**src/rtl/fqs_pkg.sv**
```systemverilog
`timescale 1ns / 1ps

package fqs_pkg;

    localparam int DEPTH_DEF      = 16;
    localparam int DATA_WIDTH_DEF = 32;
    localparam int VALUE_W        = 32;
    localparam int INDEX_W        = 5;
    localparam int REQ_W          = 2;
    localparam int STATUS_W       = 2;

    localparam logic [INDEX_W-1:0] NOT_FOUND = {INDEX_W{1'b1}};

    typedef enum logic [REQ_W-1:0] {
        REQ_ENQ  = 2'd0,
        REQ_DEQ  = 2'd1,
        REQ_CLR  = 2'd2,
        REQ_FIND = 2'd3
    } req_t;

    typedef enum logic [STATUS_W-1:0] {
        ST_OK    = 2'd0,
        ST_FULL  = 2'd1,
        ST_EMPTY = 2'd2
    } status_t;

    typedef enum logic [1:0] {
        S_IDLE,
        S_DEQ,
        S_SEARCH,
        S_EMIT
    } state_t;

endpackage

```
**src/rtl/fqs_if.sv**
```systemverilog
`timescale 1ns / 1ps

interface fqs_req_if;
    logic                        valid;
    logic                        ready;
    logic [fqs_pkg::REQ_W-1:0]   req_type;
    logic [fqs_pkg::VALUE_W-1:0] item_value;

    modport source (output valid, output req_type, output item_value, input ready);
    modport sink   (input valid, input req_type, input item_value, output ready);
endinterface

interface fqs_rsp_if;
    logic                               valid;
    logic                               ready;
    logic [fqs_pkg::VALUE_W-1:0]        out_value;
    logic signed [fqs_pkg::INDEX_W-1:0] found_index;
    logic                               queue_empty;
    logic [fqs_pkg::STATUS_W-1:0]       status;

    modport source (output valid, output out_value, output found_index,
                    output queue_empty, output status, input ready);
    modport sink   (input valid, input out_value, input found_index,
                    input queue_empty, input status, output ready);
endinterface

```
**src/rtl/fifo_queue_with_search.sv**
```systemverilog
`timescale 1ns / 1ps

// Queue of DEPTH words in a ring memory with separate write and read ports and
// registered reads, one request at a time, one result per request. Enqueue,
// clear and a refused dequeue go straight to the emit state, a dequeue that
// returns a word passes through a state that takes the read word, and an
// index-of search compares m entries, where m is the match position + 1, or the
// entry count if there is no match; 0 on an empty queue: the memory read port
// delivers one stored entry per cycle. The emit state loads the output register
// and waits while that register still holds a result the sink has not taken.
// A new request is taken while the previous result still waits in it.
module fifo_queue_with_search #(
    parameter int DEPTH      = fqs_pkg::DEPTH_DEF,
    parameter int DATA_WIDTH = fqs_pkg::DATA_WIDTH_DEF
) (
    input  logic     clk,
    input  logic     rst_n,
    fqs_req_if.sink  req,
    fqs_rsp_if.source rsp
);
    import fqs_pkg::*;

    localparam int AW = $clog2(DEPTH);
    localparam int CW = $clog2(DEPTH + 1);

    logic [DATA_WIDTH-1:0] mem [DEPTH];
    logic [DATA_WIDTH-1:0] rd_data_reg;
    logic                  mem_we;
    logic [AW-1:0]         mem_waddr;
    logic                  mem_re;
    logic [AW-1:0]         mem_raddr;

    state_t                state_reg, state_next;
    logic [AW-1:0]         front_reg, front_next;
    logic [CW-1:0]         count_reg, count_next;
    logic [AW-1:0]         off_reg, off_next;
    logic [AW-1:0]         rp_reg, rp_next;
    logic [DATA_WIDTH-1:0] key_reg, key_next;
    logic [VALUE_W-1:0]    res_value_reg, res_value_next;
    logic [INDEX_W-1:0]    res_found_reg, res_found_next;
    status_t               res_status_reg, res_status_next;

    logic                  out_valid_reg, out_valid_next;
    logic [VALUE_W-1:0]    out_value_reg, out_value_next;
    logic [INDEX_W-1:0]    out_found_reg, out_found_next;
    logic                  out_empty_reg, out_empty_next;
    status_t               out_status_reg, out_status_next;

    logic [63:0]           item_wide;
    logic [63:0]           rd_wide;
    logic [DATA_WIDTH-1:0] item_val;
    logic [AW:0]           tail_sum;
    logic [AW-1:0]         tail_ptr;
    logic [AW-1:0]         front_inc;
    logic [AW-1:0]         rp_inc;
    logic [31:0]           off_ext;
    logic                  accept;

    assign item_wide = {32'b0, req.item_value};
    assign item_val  = item_wide[DATA_WIDTH-1:0];
    assign rd_wide   = 64'(rd_data_reg);
    assign off_ext   = 32'(off_reg);
    assign tail_sum  = (AW + 1)'(front_reg) + (AW + 1)'(count_reg);
    assign tail_ptr  = (tail_sum >= (AW + 1)'(DEPTH)) ?
                       AW'(tail_sum - (AW + 1)'(DEPTH)) : AW'(tail_sum);
    assign front_inc = (front_reg == AW'(DEPTH - 1)) ? '0 : front_reg + 1'b1;
    assign rp_inc    = (rp_reg == AW'(DEPTH - 1)) ? '0 : rp_reg + 1'b1;

    assign req.ready       = (state_reg == S_IDLE);
    assign accept          = req.valid && req.ready;
    assign rsp.valid       = out_valid_reg;
    assign rsp.out_value   = out_value_reg;
    assign rsp.found_index = out_found_reg;
    assign rsp.queue_empty = out_empty_reg;
    assign rsp.status      = out_status_reg;

    always_ff @(posedge clk)
    begin
        if (mem_we)
        begin
            mem[mem_waddr] <= item_val;
        end
        if (mem_re)
        begin
            rd_data_reg <= mem[mem_raddr];
        end
    end

    always_comb
    begin
        state_next      = state_reg;
        front_next      = front_reg;
        count_next      = count_reg;
        off_next        = off_reg;
        rp_next         = rp_reg;
        key_next        = key_reg;
        res_value_next  = res_value_reg;
        res_found_next  = res_found_reg;
        res_status_next = res_status_reg;
        out_valid_next  = out_valid_reg && !rsp.ready;
        out_value_next  = out_value_reg;
        out_found_next  = out_found_reg;
        out_empty_next  = out_empty_reg;
        out_status_next = out_status_reg;
        mem_we          = 1'b0;
        mem_waddr       = tail_ptr;
        mem_re          = 1'b0;
        mem_raddr       = front_reg;

        case (state_reg)
            S_IDLE:
            begin
                if (accept)
                begin
                    res_value_next  = '0;
                    res_found_next  = NOT_FOUND;
                    res_status_next = ST_OK;
                    state_next      = S_EMIT;
                    case (req_t'(req.req_type))
                        REQ_ENQ:
                        begin
                            if (count_reg == CW'(DEPTH))
                            begin
                                res_status_next = ST_FULL;
                            end
                            else
                            begin
                                mem_we     = 1'b1;
                                count_next = count_reg + 1'b1;
                            end
                        end
                        REQ_DEQ:
                        begin
                            if (count_reg == '0)
                            begin
                                res_status_next = ST_EMPTY;
                            end
                            else
                            begin
                                mem_re     = 1'b1;
                                front_next = front_inc;
                                count_next = count_reg - 1'b1;
                                state_next = S_DEQ;
                            end
                        end
                        REQ_CLR:
                        begin
                            front_next = '0;
                            count_next = '0;
                        end
                        default:
                        begin
                            key_next = item_val;
                            off_next = '0;
                            rp_next  = front_inc;
                            if (count_reg != '0)
                            begin
                                mem_re     = 1'b1;
                                state_next = S_SEARCH;
                            end
                        end
                    endcase
                end
            end
            S_DEQ:
            begin
                res_value_next = rd_wide[VALUE_W-1:0];
                state_next     = S_EMIT;
            end
            S_SEARCH:
            begin
                if (rd_data_reg == key_reg)
                begin
                    res_found_next = off_ext[INDEX_W-1:0];
                    state_next     = S_EMIT;
                end
                else if (CW'(off_reg) + 1'b1 == count_reg)
                begin
                    state_next = S_EMIT;
                end
                else
                begin
                    mem_re    = 1'b1;
                    mem_raddr = rp_reg;
                    rp_next   = rp_inc;
                    off_next  = off_reg + 1'b1;
                end
            end
            S_EMIT:
            begin
                if (!out_valid_reg || rsp.ready)
                begin
                    out_valid_next  = 1'b1;
                    out_value_next  = res_value_reg;
                    out_found_next  = res_found_reg;
                    out_empty_next  = (count_reg == '0);
                    out_status_next = res_status_reg;
                    state_next      = S_IDLE;
                end
            end
            default:
            begin
                state_next = S_IDLE;
            end
        endcase
    end

    always_ff @(posedge clk or negedge rst_n)
    begin
        if (!rst_n)
        begin
            state_reg     <= S_IDLE;
            front_reg     <= '0;
            count_reg     <= '0;
            out_valid_reg <= 1'b0;
        end
        else
        begin
            state_reg     <= state_next;
            front_reg     <= front_next;
            count_reg     <= count_next;
            out_valid_reg <= out_valid_next;
        end
    end

    always_ff @(posedge clk)
    begin
        off_reg        <= off_next;
        rp_reg         <= rp_next;
        key_reg        <= key_next;
        res_value_reg  <= res_value_next;
        res_found_reg  <= res_found_next;
        res_status_reg <= res_status_next;
        out_value_reg  <= out_value_next;
        out_found_reg  <= out_found_next;
        out_empty_reg  <= out_empty_next;
        out_status_reg <= out_status_next;
    end

endmodule

```
**src/flat_wrapper.sv**
```systemverilog
// flat-port wrapper written by rule: the top's interface ports become plain ports
module fifo_queue_with_search_flat import fqs_pkg::*;
#(
    parameter int DEPTH      = fqs_pkg::DEPTH_DEF,
    parameter int DATA_WIDTH = fqs_pkg::DATA_WIDTH_DEF
)
  (clk, rst_n, req_valid, req_req_type, req_item_value, req_ready, rsp_valid, rsp_out_value, rsp_found_index, rsp_queue_empty, rsp_status, rsp_ready);
  fqs_req_if req_i ();
  fqs_rsp_if rsp_i ();
  input  logic clk;
  input  logic rst_n;
  input wire logic [$bits(req_i.valid)-1:0] req_valid;
  input wire logic [$bits(req_i.req_type)-1:0] req_req_type;
  input wire logic [$bits(req_i.item_value)-1:0] req_item_value;
  output wire logic [$bits(req_i.ready)-1:0] req_ready;
  output wire logic [$bits(rsp_i.valid)-1:0] rsp_valid;
  output wire logic [$bits(rsp_i.out_value)-1:0] rsp_out_value;
  output wire logic [$bits(rsp_i.found_index)-1:0] rsp_found_index;
  output wire logic [$bits(rsp_i.queue_empty)-1:0] rsp_queue_empty;
  output wire logic [$bits(rsp_i.status)-1:0] rsp_status;
  input wire logic [$bits(rsp_i.ready)-1:0] rsp_ready;
  assign req_i.valid = req_valid;
  assign req_i.req_type = req_req_type;
  assign req_i.item_value = req_item_value;
  assign req_ready = req_i.ready;
  assign rsp_valid = rsp_i.valid;
  assign rsp_out_value = rsp_i.out_value;
  assign rsp_found_index = rsp_i.found_index;
  assign rsp_queue_empty = rsp_i.queue_empty;
  assign rsp_status = rsp_i.status;
  assign rsp_i.ready = rsp_ready;
  fifo_queue_with_search #(.DEPTH(DEPTH), .DATA_WIDTH(DATA_WIDTH)) u_core (.clk(clk), .rst_n(rst_n), .req(req_i), .rsp(rsp_i));
endmodule
```
**config.mk**
```make
export PLATFORM = sky130hd
export DESIGN_NAME = fifo_queue_with_search_flat
export DESIGN_NICKNAME = d
export VERILOG_FILES = /design/src/rtl/fqs_pkg.sv /design/src/rtl/fqs_if.sv /design/src/rtl/fifo_queue_with_search.sv /design/src/flat_wrapper.sv
export SDC_FILE = /design/constraint.sdc
export NUM_CORES = 1
export LEC_CHECK = 0
export BUFFER_PORTS_ARGS = -buffer_cell sky130_fd_sc_hd__buf_2
export CELL_PAD_IN_SITES_DETAIL_PLACEMENT = 1
export CELL_PAD_IN_SITES_GLOBAL_PLACEMENT = 1
export CORE_ASPECT_RATIO = 1.2
export CORE_MARGIN = 1
export CORE_UTILIZATION = 39
export CTS_CLUSTER_DIAMETER = 30
export DETAILED_ROUTE_END_ITERATION = 10
export GPL_TIMING_DRIVEN = 0
export PLACE_DENSITY_LB_ADDON = 0.1
export SLEW_MARGIN = 20
export SYNTH_ARGS = -nofsm -noshare
export SYNTH_HDL_FRONTEND = slang
export SYNTH_SLANG_ARGS = --single-unit
```
**constraint.sdc**
```tcl
create_clock -name clk -period 5.8 [get_ports clk]
set_input_delay 0.29 -clock clk [delete_from_list [all_inputs] [get_ports clk]]
set_output_delay 0.29 -clock clk [all_outputs]
set_load 0.02 [all_outputs]
```
==> out/qor.txt, run 1 <==
Chip Height - 284 µm
Critical Path, Cell by Cell - xor2_1 > nor4_1 > nand4_1 > o211ai_4 > mux2i_1 > clkbuf_1 > buf_2 > mux2i_1 > o22ai_1 > or4_1
Final worst-path cycle share - 87.0%
Slowest cell on crit path - buf_2
Remaining antenna violation count - 0
Slew HR - 33.1%
Min-Delay Endpoint - u_core.state_reg[0]
#FFs+latches synth - 675
Seq/Total Area, Yosys - 78.2%
Setup TNS Final - 0 ns
Hpwl dp - 46800 µm
DR WL/cell - 27.5 µm
Via/cell ratio - 5.32
I/O pins - 80
Setup WS pre-CTS - 0.700 ns
Max reg flops - 512
Total detailed-routing wirelength - 72800 µm
Yosys warns - 0
Router iterations before antenna repair - 5
Fin worst setup slack - 0.752 ns
Setup bufs post-CTS - 0
Min-Delay Path Depth - 3
Number of diodes - 0
Setup-failing EPs final - 0
Synth-to-layout area growth - 27.9%
Largest register by flop count - u_core.mem
Reg2Reg Setup Slack - 0.75 ns
Hold wc startpoint - req_valid
Tot Pwr - 19.5 mW
Fin Hold WS - 0.0363 ns
RR Startpoint - u_core.rd_data_reg[3]
Syn avg cell area - 18.3 µm²
Multi-input logic area - 0.00547 mm²
RD Place Congestion - 0.775
Status - complete, no violations
Post-route cell area - 0.0331 mm²
Max Clock Skew - 0.0290 ns
Global route total overflow - 0
FF-to-FF path depth - 10
Leak - 11.6 nW
Antenna violations before repair - 0
Hold Fails Final Rpt - 0
Async SR Flop Fraction - 1.78%
Worst setup SP type - register
First-pass GRT wire length - 105000 µm
Peak VDD IR - 0.000386 V
Drc violations - 0
Power per standard cell area - 589 mW/mm²
Clk Latency, worst-skew pair - 0.72 ns
Most used cell, CP - mux2i_1
CP Max Fanout - 10
Layout cell share with drive strength beyond 1 - 20.4%
DRT iter0 DRCs - 972
Post-Syn Nets - 1468
Core area - 0.0657 mm²
Clock Path Buffers - 3
Starting Density - 39.3%
Die width - 237 µm
RSZ-0062 raised after global routing - no
Count of unique library cells instantiated by Yosys - 42
Worst EP arrival - 5.50 ns
Nets@finish - 1750
Largest net degree at the start of global routing - 33
Max Transition Viols Final - 0
Vias in the first global route - 15200
Die area - 0.0673 mm²
Worst flop-to-flop path endpoint - u_core.rd_data_reg[21]
Mapped Area - 0.0258 mm²
Max-cap violations - 0
CP endpoint kind - register
Worst Path Required - 6.25 ns
Fillers - 6065
Root Buffer - clkbuf_16
Num CTS Buffers - 131
Fmax - 0.198 GHz
IO Port Bufs - 79
Critical path's largest stage delay - 0.59 ns
Worst setup path class - reg -> reg
Worst Tran Pin Value - 1.00 ns
Clk slew on worst S/H paths - 0.05 ns
Via count - 14100
CTS tree - done
Tot GR Track Use - 22.2%
FP Rows - 103
EDFF count, synth - 663
Placed Instance Area - 0.0282 mm²
Most common flop cell mapped by yosys - edfxtp_1
Register Area - 0.0202 mm²
Htree depth - 4
Clk sink count - 675
Fin crit period - 5.05 ns
Post-Syn Instances - 1415
Hold Path Class - in -> reg
==> critical path, delay by kind of cell, from the launching register on <==
family,cells,cell delay (ns)
XOR/XNOR,1,0.23
flip-flops,1,0.45
AO/OA/AOI/OAI,2,0.71
AND/OR/NAND/NOR,3,1.49
multiplexers,2,0.82
buffers and inverters,2,1.09
==> cell usage in the layout (no fill, tap or decap), types with 11 or more instances in the layout <==
cell type / instances
clkbuf_16: 132
ha_1: 13
dlygate4sd3_1: 38
o22ai_1: 129
and2_1: 34
clkbuf_1: 50
edfxtp_1: 663
nand2_1: 33
xor2_1: 38
nor2_1: 12
bufinv_16: 18
nor2_4: 16
clkinv_2: 21
clkinv_1: 20
buf_16: 18
mux2i_1: 260
or4_1: 32
buf_12: 14
dfrtp_1: 12
nand2b_1: 11
buf_2: 104
==> timing repair <==
action,CTS,global route
hold buffers,38,0
gates resized for setup,0,0
hold endpoints to repair,558,0
==> Yosys cell counts (7+ instances only) <==
cell	number	area [µm²]
edfxtp_1	663	19900
or4_1	32	240
xor2_1	38	333
dfrtp_1	12	300
nor4_1	9	56.3
buf_2	25	125
nand2_1	33	124
and2_1	35	219
clkbuf_1	33	124
inv_1	11	41.3
nor2_1	28	105
a21oi_1	7	35.0
xnor2_1	7	61.3
nand2b_1	11	68.8
o21ai_0	10	50.1
ha_1	13	163
o22ai_1	129	807
a22o_1	7	61.3
mux2i_1	260	2600
==> final cells by class <==
class | instances | area share (%)
Inverter | 11 | 0.125
Clock buffer | 150 | 10.2
Buffer | 62 | 0.798
Multi-Input combinational cell | 667 | 16.6
Tap cell | 840 | 3.18
Timing Repair Buffer | 149 | 4.69
Clock inverter | 91 | 3.31
Sequential cell | 675 | 61.1
==> per-stage QoR <==
step | util, % | cells
after detailed placement | 42.9 | 2366
after global placement | 41.5 | 2334
after global routing | 50.3 | 2645
after floorplan | - | 1415
after CTS | 50.3 | 2645
final | 50.3 | 2645
==> power by group <==
part	total [mW]	switching [mW]	internal, mW
Combinational	5.41	3.53	1.88
Sequential	6.46	0.287	6.17
Clock	7.60	2.58	5.02
Total	19.5	6.39	13.1
==> cell families (layout without fill, tap and decap cells) <==
kind of cell / count (synthesis) / count (layout) / share of synthesized area, %
AO/OA/AOI/OAI: 174 / 174 / 4.37
AND/OR/NAND/NOR: 168 / 168 / 3.61
buffers and inverters: 73 / 463 / 1.18
adder cells (fa/ha/maj): 15 / 15 / 0.784
multiplexers: 264 / 264 / 10.2
XOR/XNOR: 46 / 46 / 1.62
flip-flops: 675 / 675 / 78.2
==> how the worst max path moves through the flow <==
stage                                start                endpoint  slack [ns]  cells past startpoint
finish               u_core.rd_data_reg[3]  u_core.rd_data_reg[21]        0.75                     10
global route        u_core.rd_data_reg[14]  u_core.rd_data_reg[18]        0.60                     10
CTS                 u_core.rd_data_reg[14]  u_core.rd_data_reg[21]        0.72                     10
detailed placement  u_core.rd_data_reg[14]  u_core.rd_data_reg[21]        0.70                     10
global placement       u_core.count_reg[1]  u_core.rd_data_reg[11]       -1.65                      4
floorplan              u_core.state_reg[0]   u_core.rd_data_reg[0]        2.02                      4
==> metal layers <==
metal / part of all wire [%] / track usage [%]
met5: 0 / 0
met4: 2.0 / 7.09
met3: 4.1 / 4.34
met2: 52 / 38.4
met1: 42 / 27.8
Power figures use the tool's default switching activity.
==> inputs of run 2 (changes only) <==
CELL_PAD_IN_SITES_DETAIL_PLACEMENT = not set   (was 1)
CELL_PAD_IN_SITES_GLOBAL_PLACEMENT = not set   (was 1)
PLACE_DENSITY_LB_ADDON = not set   (was 0.1)
==> run 2 against run 1 <==
- clock skew fell by 0.0073 ns
- first-iteration DRC count rose by 9.0%
- non-clock buffer count fell by 31
- design area fell by 3.8%
- sequential share of layout area rose by 2.4 points
- register-to-register slack improved by 0.13 ns
- via count fell by 3.0%
- critical path depth did not move
- clock-buffer cell count fell by 39
- fmax rose by 2.6%
==> out/qor.txt, run 2 (synthesis results as in run 1) <==
Status - complete, no violations
Number of diodes - 0 (unchanged)
Tot GR Track Use - 18.9% (-3.3 points)
Max reg flops - 512 (unchanged)
GR Util met2 - 33.7% (-4.7 points)
Chip Height - 284 µm (unchanged)
Global-route met3 utilization - 3.57% (-0.77 points)
Clock Path Buffers - 3 (unchanged)
Layout cell share with drive strength beyond 1 - 19.3% (-1.2 points)
Hpwl dp - 41600 µm (-11%)
Total detailed-routing wirelength - 63600 µm (-13%)
Worst flop-to-flop path endpoint - u_core.rd_data_reg[24]
Num CTS Buffers - 102 (-22%)
Global route total overflow - 0 (unchanged)
Fin Hold WS - 0.0374 ns (+0.00110 ns)
Via count - 13700 (-3.0%)
Dpl cells - 2366 (unchanged)
Synth-to-layout area growth - 23.1%
IO Port Bufs - 79 (unchanged)
Die area - 0.0673 mm² (unchanged)
Antenna violations before repair - 0 (unchanged)
RR Startpoint - u_core.rd_data_reg[14]
CTS tree - done
Tot Pwr - 17.9 mW (-8.2%)
CP Launch Point - u_core.rd_data_reg[14]
Worst setup SP type - register
Die width - 237 µm (unchanged)
# hold bufs at CTS - 7 (-82%)
Clk sink count - 675 (unchanged)
FF-to-FF path depth - 10 (unchanged)
Setup TNS Final - 0 ns (unchanged)
Setup-failing EPs final - 0 (unchanged)
FP Rows - 103 (unchanged)
Max-cap violations - 0 (unchanged)
Hold Path Class - in -> reg
DR WL/cell - 24.8 µm (-9.8%)
Fmax - 0.203 GHz (+2.6%)
Max Clock Skew - 0.0217 ns (-0.00733 ns)
Final worst-path cycle share - 84.8% (-2.2 points)
Hold Fails Final Rpt - 0 (unchanged)
Slew HR - 33.9% (+0.81 points)
Worst Path Required - 6.15 ns (-0.10 ns)
First-pass GRT wire length - 91500 µm (-13%)
DRT iter0 DRCs - 1059 (+9.0%)
Commonest non-fill, non-tap cells in the layout - edfxtp_1, mux2i_1, o22ai_1, buf_2, clkbuf_16
Leak - 11.0 nW (-5.0%)
Vias in the first global route - 14100 (-7.1%)
Starting Density - 39.3% (unchanged)
CP endpoint kind - register
I/O pins - 80 (unchanged)
Worst setup path class - reg -> reg
Nets@finish - 1690 (-3.4%)
Worst EP arrival - 5.27 ns (-0.23 ns)
Setup bufs post-CTS - 0 (unchanged)
Commonest non-fill, non-tap cell in the layout - edfxtp_1
Fin crit period - 4.92 ns (-0.128 ns)
Htree depth - 3 (-1)
Via/cell ratio - 5.33 (+0.21%)
Power per standard cell area - 562 mW/mm² (-4.6%)
Worst Tran Pin Value - 0.967 ns (-0.0372 ns)
RSZ-0062 raised after global routing - no
Final core utilization - 48.4% (-1.9 points)
Remaining antenna violation count - 0 (unchanged)
Router iterations before antenna repair - 5 (unchanged)
Max Transition Viols Final - 0 (unchanged)
Resize count post-CTS - 0 (unchanged)
Largest net degree at the start of global routing - 27 (-18%)
Clk Latency, worst-skew pair - 0.64 ns (-0.08 ns)
Setup crit end - u_core.rd_data_reg[24]
GRT Max-Usage Layer - met2
Peak VDD IR - 0.000293 V (-24%)
Reg2Reg Setup Slack - 0.88 ns (+0.13 ns)
RD Place Congestion - 0.801 (+3.4%)
Drc violations - 0 (unchanged)
Met1 usage - 22.5% (-5.3 points)
Fin cells - 2561 (-3.2%)
Root Buffer - clkbuf_16
Clk slew on worst S/H paths - 0.06 ns (about the same)
CP Max Fanout - 10 (unchanged)
Largest register by flop count - u_core.mem
Core area - 0.0657 mm² (unchanged)
[run 2: cell types whose count changed in the layout (fill, tap and decap cells not counted), moves of 7 or more]
cell / delta
clkbuf_1: -9
inv_6: +7
clkinv_2: -10
clkbuf_16: -29
clkinv_1: -7
dlygate4sd3_1: -31
[run 2: final cells by class]
type	count	area (µm²)
fillers	5378	33900
flip-flops and latches	675	20200
multi-input cells	667	5470
clock buffers	111	2610
repair buffers	118	1260
well taps	840	1050
clock inverters	77	918
plain buffers	62	264
inverters	11	41.3
[run 2: per-layer routing]
| metal | wire length, µm | part of all wire [%] |
|---|---|---|
| met3 | 3930 | 6.2 |
| met2 | 33200 | 52 |
| met5 | 0 | 0 |
| met4 | 1620 | 2.5 |
| met1 | 24900 | 39 |
[run 2: how the worst min path moves through the flow]
stage / endpoint / cells past startpoint / slack (ns) / startpoint
final: u_core.mem[11][29] / 1 / 0.04 / req_item_value[29]
after global routing: u_core.mem[11][4] / 1 / 0.03 / req_item_value[4]
after floorplan: u_core.count_reg[0] / 0 / -0.006 / rst_n
after global placement: u_core.front_reg[2] / 1 / 0.20 / rst_n
after CTS: u_core.key_reg[18] / 1 / 0.006 / req_item_value[18]
after detailed placement: u_core.front_reg[2] / 1 / 0.20 / rst_n
[run 2: through the flow]
step,setup slack (ns),cell area [µm²]
after CTS,0.792,31800
after global placement,-1.12,27300
after detailed placement,0.830,28200
after floorplan,2.02,25800
after global routing,0.632,31800
final,0.880,31800
[run 2: critical path, cell delays in order, from the launching register on]
cell and delay, ns:
edfxtp_1 0.44, xor2_1 0.22, nor4_1 0.52, nand4_1 0.37, o211ai_4 0.50, mux2i_1 0.50, clkbuf_1 0.60, buf_2 0.56
mux2i_1 0.25, o22ai_1 0.09, or4_1 0.58
[run 2: power breakdown]
part	switching [mW]	leakage (nW)	internal [mW]
registers	0.272	6.16	6.16
clock network	2.22	1.70	4.00
logic	3.35	3.13	1.88
total	5.84	11.0	12.0
==> inputs of run 3 (changes only) <==
ABC_AREA = 1   (was not set)
clock period = 4.7 ns   (was 5.8 ns; I/O delays follow)
==> run 3 against run 2 <==
- clock power rose by 36%
- flip-flop and latch count is the same
- register-to-register slack worse by 0.28 ns
- largest power group is now clock
==> out/qor.txt, run 3 <==
Die width - 251 µm (+5.9%)
Resize count post-CTS - 0 (unchanged)
RR Startpoint - u_core.rd_data_reg[10]
EDFF count, synth - 663 (unchanged)
Htree depth - 3 (unchanged)
Peak VDD IR - 0.000274 V (-6.6%)
Leak - 14.5 nW (+32%)
Core area - 0.0736 mm² (+12%)
Clock Path Buffers - 3 (unchanged)
Via count - 19900 (+46%)
RSZ-0062 raised after global routing - no
Num CTS Buffers - 110 (+7.8%)
Clk Latency, worst-skew pair - 0.68 ns (+0.04 ns)
Vias in the first global route - 19400 (+38%)
Total detailed-routing wirelength - 84200 µm (+32%)
Area leader, netlist - edfxtp_1
Setup-failing EPs final - 0 (unchanged)
IO Port Bufs - 79 (unchanged)
Setup crit end - u_core.rd_data_reg[24]
CP Max Fanout - 10 (unchanged)
Drc violations - 0 (unchanged)
Max reg flops - 512 (unchanged)
Antenna violations before repair - 0 (unchanged)
List of most frequent post-synthesis cells - edfxtp_1, nand3_1, nand2_1
Clk sink count - 675 (unchanged)
Power per standard cell area - 427 mW/mm² (-24%)
Async SR Flop Fraction - 1.78% (unchanged)
Share of the synthesized area in the top cell type - 68.7% (-8.3 points)
Fin Hold WS - 0.0169 ns (-0.0205 ns)
Worst setup path class - reg -> reg
Die area - 0.0754 mm² (+12%)
Layout cell share with drive strength beyond 1 - 13.6% (-5.7 points)
Final worst-path cycle share - 87.2% (+2.4 points)
RD Place Congestion - 0.905 (+13%)
DR WL/cell - 21.8 µm (-12%)
Dpl cells - 3625 (+53%)
Synth top area cells - edfxtp_1, nand3_1, nand2_1
Syn avg cell area - 11.2 µm² (-38%)
Status - complete, no violations
Tot GR Track Use - 22.5% (+3.6 points)
GRT Max-Usage Layer - met2
First-pass GRT wire length - 123000 µm (+34%)
Global-route met3 utilization - 4.56% (+0.99 points)
Commonest non-fill, non-tap cells in the layout - edfxtp_1, nand3_1, nand2_1, inv_1, buf_2
CTS tree - done
Worst Tran Pin Value - 1.13 ns (+0.159 ns)
Largest register by flop count - u_core.mem
Via/cell ratio - 5.16 (-3.3%)
Remaining antenna violation count - 0 (unchanged)
Largest net degree at the start of global routing - 33 (+22%)
Most common cell in the synthesized netlist - edfxtp_1
Yosys warns - 0 (unchanged)
Max-cap violations - 0 (unchanged)
Fin cells - 3865 (+51%)
Worst setup SP type - register
Global route total overflow - 0 (unchanged)
Most common flop cell mapped by yosys - edfxtp_1
DRT iter0 DRCs - 1764 (+67%)
FP Rows - 109 (+5.8%)
Seq/Total Area, Yosys - 69.7% (-8.5 points)
Hpwl dp - 57200 µm (+38%)
Worst flop-to-flop path endpoint - u_core.rd_data_reg[24]
#FFs+latches synth - 675 (unchanged)
I/O pins - 80 (unchanged)
Post-Syn Nets - 2630 (+79%)
Setup TNS Final - 0 ns (unchanged)
Synth-to-layout area growth - 22.9%
Root Buffer - clkbuf_16
Final core utilization - 48.4% (about the same)
FF-to-FF path depth - 13 (+3)
Nets@finish - 2880 (+70%)
Starting Density - 39.4% (about the same)
Hold Fails Final Rpt - 0 (unchanged)
Reg2Reg Setup Slack - 0.60 ns (-0.28 ns)
Worst EP arrival - 4.51 ns (-0.76 ns)
GR Util met2 - 39.6% (+5.9 points)
Mapped Area - 0.0290 mm² (+12%)
CP endpoint kind - register
Slew HR - 25.0% (-8.9 points)
Post-Syn Instances - 2577 (+82%)
CP Launch Point - u_core.rd_data_reg[10]
Tot Pwr - 15.2 mW (-15%)
Commonest non-fill, non-tap cell in the layout - edfxtp_1
Clk slew on worst S/H paths - 0.05 ns (about the same)
Max Transition Viols Final - 0 (unchanged)
Met1 usage - 25.9% (+3.4 points)
Router iterations before antenna repair - 8 (+3)
Fmax - 0.244 GHz (+20%)
Min-Delay Path Depth - 1 (unchanged)
Hold Path Class - in -> reg
Count of unique library cells instantiated by Yosys - 36 (-14%)
Worst Path Required - 5.11 ns (-1.04 ns)
Fin crit period - 4.10 ns (-0.820 ns)
Max Clock Skew - 0.0269 ns (+0.00514 ns)
Chip Height - 301 µm (+5.9%)
## run 3: report_power, final
part	switching (mW)	internal [mW]
clock	3.00	5.48
sequential	0.0000000000000000555	6.60
combinational	0.0953	0.0328
total	3.10	12.1
## run 3: cell families after synthesis
family | count (synthesis) | synth area share [%]
and+or+nand+nor | 1197 | 19.4
DFF | 675 | 69.7
buffers and inverters | 626 | 8.61
AOI/OAI and AO/OA | 33 | 0.678
xor gates and xnor gates | 31 | 0.937
adders and majority gates | 15 | 0.699
## run 3: how the worst min path moves through the flow
stage,endpoint,from,slack (ns)
4_1_cts,u_core.key_reg[29],req_item_value[29],0.002
3_3_place_gp,u_core.count_reg[3],rst_n,0.14
5_1_grt,u_core.mem[6][29],req_item_value[29],0.02
6_report,u_core.mem[10][0],req_item_value[0],0.02
2_1_floorplan,u_core.count_reg[0],rst_n,-0.06
3_5_place_dp,u_core.count_reg[3],rst_n,0.15
## run 3: final cells by class
cell class / instances / area, µm²
buffer: 122 / 604
tap: 943 / 1180
antenna: 1 / 2.50
fill: 6459 / 38000
clock inverter: 79 / 1110
inverter: 504 / 1890
timing repair buffer: 138 / 1350
multi-input combinational: 1276 / 6440
sequential: 675 / 20200
clock buffer: 127 / 2840
## run 3: stage by stage
stage	area [µm²]	worst slack [ns]
final	35600	0.600
after global routing	35600	0.480
after CTS	35600	0.733
after detailed placement	31300	0.727
after global placement	30600	-1.35
after floorplan	29000	0.855
## run 3: routing by layer
metal | share of wire [%] | vias up
li1 | - | 9131
met1 | 37 | 9688
met2 | 50 | 885
met3 | 7.9 | 223
met4 | 4.7 | 0
met5 | 0 | -
## run 3: worst max-delay path, stage by stage (launching register included)
cell	delay (ns)
edfxtp_1	0.52
xnor2_1	0.20
nand2_1	0.07
nor2_1	0.10
nand2_1	0.17
nor2_1	0.33
nand2_1	0.40
nand2_8	0.26
o21ai_1	0.14
inv_2	0.24
buf_1	0.87
nand3_1	0.28
nand3_1	0.17
nand2_1	0.09
## run 3: what timing repair did
item                       4_1_cts  5_1_grt
hold endpoints to repair       441        0
hold buffers                    33        0
buffers inserted                 0        0
setup endpoints to repair        0        0
